**config.mk**
```make
export PLATFORM = sky130hd
export DESIGN_NAME = mvbq_ram
export DESIGN_NICKNAME = d
export VERILOG_FILES = /design/src/rtl/core/mvbq_ram.sv
export SDC_FILE = /design/constraint.sdc
export NUM_CORES = 1
export LEC_CHECK = 0
export ABC_AREA = 0
export BUFFER_PORTS_ARGS = -buffer_cell sky130_fd_sc_hd__buf_2
export CORE_MARGIN = 5
export CORE_UTILIZATION = 60
export CTS_CLUSTER_DIAMETER = 60
export DETAILED_ROUTE_END_ITERATION = 7
export PLACE_DENSITY = 0.81
export SYNTH_ARGS = -nofsm -noshare
export SYNTH_HDL_FRONTEND = slang
export SYNTH_SLANG_ARGS = --single-unit
```
**constraint.sdc**
```tcl
create_clock -name clk -period 3.46 [get_ports clk]
set_input_delay 0 -clock clk [delete_from_list [all_inputs] [get_ports clk]]
set_output_delay 0 -clock clk [all_outputs]
set_load 0.05 [all_outputs]
```
**src/rtl/core/mvbq_ram.sv**
```systemverilog
// Generic single-port-write, single-port-read RAM with registered read data.
// No dependencies.
module mvbq_ram #(
    parameter int WIDTH = 8,
    parameter int DEPTH = 16,
    localparam int ADDR_W = (DEPTH > 1) ? $clog2(DEPTH) : 1
) (
    input  logic              clk,
    input  logic              wr_en,
    input  logic [ADDR_W-1:0] wr_addr,
    input  logic [WIDTH-1:0]  wr_data,
    input  logic              rd_en,
    input  logic [ADDR_W-1:0] rd_addr,
    output logic [WIDTH-1:0]  rd_data
);

    logic [WIDTH-1:0] mem [DEPTH];
    logic [WIDTH-1:0] rd_data_reg;

    always_ff @(posedge clk)
    begin
        if (wr_en)
        begin
            mem[wr_addr] <= wr_data;
        end
        if (rd_en)
        begin
            rd_data_reg <= mem[rd_addr];
        end
    end

    assign rd_data = rd_data_reg;

endmodule

```
After elaboration in Yosys (flattened, before gate mapping)
Memories as Yosys holds them, arrays and structs flattened. A register that Yosys moved wholly into a read port is not among the register bits.
Cells that the tools add are included.
- memory bits (writable): 128
- memories kept: 1
- word-level logic and storage cells: 3
- register bits after elaboration: 0
- muxes and demuxes: 2
- memories (memory ; depth ; width ; rd ports ; clocked after Yosys merged registers in ; wr ports ; RTL line ; source):
    mem ; 16 ; 8 ; 1 ; 1 ; 1 ; 17 ; logic [WIDTH-1:0] mem [DEPTH];
- operator list (operator ; count):
    2-to-1 mux 1 bit ; 2

Logic depth before layout (Yosys ltp)
- word-level depth: 2
- mapped depth: 5

Worst setup path before layout
Ideal clock, no wire load.
- kind: input to register
- from: in wr_addr[2]
- to: mem mem[0][0] (enable)
- required time: 3.077 ns
- stages: 2
- buffers on the path: 0
- setup slack: 1.967 ns
- arrival: 1.110 ns
- cell sequence: or3b_2 nor3_1
- RTL lines (item ; RTL line ; source):
    start: declaration ; 10 ; input logic [ADDR_W-1:0] wr_addr,
    end: declaration ; 17 ;
No word-level cell before the write port.

==> impl_metrics.env <==
export IMPL_status="completed"
export IMPL_startpoint_type="input port"
export IMPL_p_int_uw=3020
export IMPL_combPwrFrac_pct=5.0
export IMPL_num_nets_final=296
export IMPL_core_area_um2=8590
export IMPL_rsz0062_at_grt="false"
export IMPL_required_ns=3.70
export IMPL_rrSetupSlack_ns=1.91
export IMPL_wire_per_inst_um=24.7
export IMPL_drt_total_wl_um=9820
export IMPL_antenna_found_initial=0
export IMPL_layout_drive_gt1_share_pct=27.3
export IMPL_syn_inst=229
export IMPL_clock_fmax_mhz=629
export IMPL_hold_viol=0
export IMPL_fin_crit_sh_pct=46.0
export IMPL_cts_tree="built"
export IMPL_yosysTopAreaCell="edfxtp_1"
export IMPL_first_iter_violations=134
export IMPL_grtUsageTotal_pct=20.6
export IMPL_period_minus_slack_ns=1.59
export IMPL_synth_area_top_cells="edfxtp_1 78%, mux4_2 7.8%, mux4_1 7.0%, a22oi_1 2.3%, nor2_1 0.93%"
export IMPL_slew_headroom_pct=31.5
export IMPL_finalPower_uw=3780
export IMPL_fin_tns_setup_ns=0
export IMPL_stdcell_count=397
export IMPL_worstHoldStart="wr_addr[0]"
export IMPL_initial_utilization_pct=60.8
export IMPL_n_antenna_cell=0
export IMPL_setup_slack_ns=1.87
export IMPL_dieArea_um2=10700
export IMPL_fp_row_count=34
export IMPL_min_path_cells=3
export IMPL_gr_total_overflow=0
export IMPL_yosysSeqAreaShare_pct=78.1
export IMPL_crit_path_end_kind="register"
export IMPL_area_delta_synth_final_pct=16.7
export IMPL_h_tree_depth=4
export IMPL_ctsResizeCount=0
export IMPL_yosys_register_bits=136
export IMPL_path_class="in -> reg"
export IMPL_max_vdd_ir_drop_mv=0.440
export IMPL_clock_skew_ns=0.0114
export IMPL_pwr_share_clk_pct=45.6
export IMPL_grt_pass1_vias=2514
export IMPL_cts_inserted_buffers=17
export IMPL_switching_share_pct=20.3
export IMPL_clock_sinks=136
export IMPL_postRouteAntennaNets=0
export IMPL_worstPathArrival_ns=1.83
export IMPL_multi_input_comb_area_um2=1060
export IMPL_cts_max_path_buffers=2
export IMPL_gp_congestion=0.757
export IMPL_drcViolationCount=0
export IMPL_drv_cap=0
export IMPL_yosysUniqueCellTypes=18
export IMPL_io_pins=27
export IMPL_clk_insertion_delay_late_ns=0.51
export IMPL_vias=2498
export IMPL_clockRootBuffer="clkbuf_8"
export IMPL_drt_pass1_iterations=5
export IMPL_syn_nets=248
export IMPL_synthesis_area_um2=5230
export IMPL_largest_reg_flops=128
export IMPL_syn_avg_cell_area_um2=22.8
export IMPL_tightest_slew_ns=1.03
export IMPL_grt_max_degree=33
export IMPL_die_h_um=103
export IMPL_grt_pass1_wl_um=14900
export IMPL_min_to="mem[8][6]$_DFFE_PP_"
export IMPL_yosys_area_top_type_share_pct=78.1
export IMPL_hp_class="in -> reg"
export IMPL_dp_cells=357
export IMPL_final_common_cell="edfxtp_1"
export IMPL_place_ws_ns=1.39
export IMPL_path_max_fanout=32
export IMPL_io_buffers=26
export IMPL_regArea_um2=4080
export IMPL_p_per_area_nw_per_um2=620
export IMPL_yosysWarnings=0
export IMPL_setup_viol=0
export IMPL_finalMaxSlewViolations=0
export IMPL_reg2reg_to="rd_data[6]$_DFFE_PP_"
export IMPL_p_sw_uw=767
export IMPL_layout_common_cells="136 x edfxtp_1, 26 x buf_2, 18 x mux4_2"
export IMPL_r2r_cells=3
export IMPL_die_x_um=103
export IMPL_r2r_start="mem[11][6]$_DFFE_PP_"
export IMPL_cts_reportedPaths_clkPinSlew_ns=0.06
export IMPL_pwr_share_seq_pct=49.4
export IMPL_vias_per_cell=6.29
export IMPL_leakage_uw=0.00205
export IMPL_place_hpwl_um=5820
export IMPL_fillCellCount=520
[stage by stage]
stage	utilization (%)	hold WS, ns	instance area [µm²]
floorplan	-	0.0989	5230
global placement	63.3	0.374	5440
detailed placement	63.3	0.390	5440
CTS	71.0	0.0304	6100
global route	71.0	0.0698	6100
finish	71.0	0.0511	6100
[worst max-delay path by stage]
stage | startpoint | endpoint | slack (ns) | cells after the start
global placement | rd_addr[0] | rd_data[3]$_DFFE_PP_ | 1.39 | 4
detailed placement | rd_addr[0] | rd_data[7]$_DFFE_PP_ | 1.39 | 4
global route | rd_addr[0] | rd_data[6]$_DFFE_PP_ | 1.76 | 4
CTS | rd_addr[0] | rd_data[6]$_DFFE_PP_ | 1.86 | 4
finish | rd_addr[0] | rd_data[6]$_DFFE_PP_ | 1.87 | 4
floorplan | wr_addr[2] | mem[0][0]$_DFFE_PP_ | 1.97 | 2
[area by class of cell]
| class | count | share of cell area, % |
|---|---|---|
| Sequential cell | 136 | 66.9 |
| Multi-Input combinational cell | 83 | 17.3 |
| Clock buffer | 18 | 6.85 |
| Timing Repair Buffer | 39 | 4.10 |
| Clock inverter | 13 | 2.56 |
| Tap cell | 108 | 2.21 |
[power groups by stage]
stage	clock (µW)	sequential [µW]	combinational [µW]
6_report	1720	1870	191
5_1_grt	1810	1870	206
4_1_cts	1740	1870	193
3_5_place_dp	0	1900	183
3_3_place_gp	0	1900	179
2_1_floorplan	0	1930	93.7
[critical path, stage by stage]
cell,delay (ns)
buf_2,0.77
mux4_2,0.61
a22oi_1,0.34
nand2_1,0.09
[Yosys cell counts, drive strengths merged]
cell type,count
edfxtp,136
clkdlybuf4s25,3
nand3b,2
nor2,13
and2b,1
nor3,4
nand3,1
and2,1
mux4,32
nor2b,1
a22oi,16
nand2b,2
buf,7
nand2,9
or3b,1
[what timing repair did]
item | 4_1_cts | 5_1_grt
hold buffers | 9 | 0
setup buffers | 0 | 0
hold endpoints to repair | 136 | 0
[kinds of logic after synthesis]
family          share of synthesized area [%]
simple gates                             3.14
buf+inv                                  1.65
compound gates                           2.30
flops                                    78.1
mux                                      14.8
[layer usage]
layer / wire (µm) / vias to the layer above / track usage [%]
li1: - / 1074 / -
met1: 3960 / 1292 / 29.2
met2: 4950 / 121 / 31.4
met3: 755 / 11 / 5.10
met4: 158 / 0 / 7.97
met5: 0 / - / 0
Note: power is estimated with default switching activity, not from simulation.
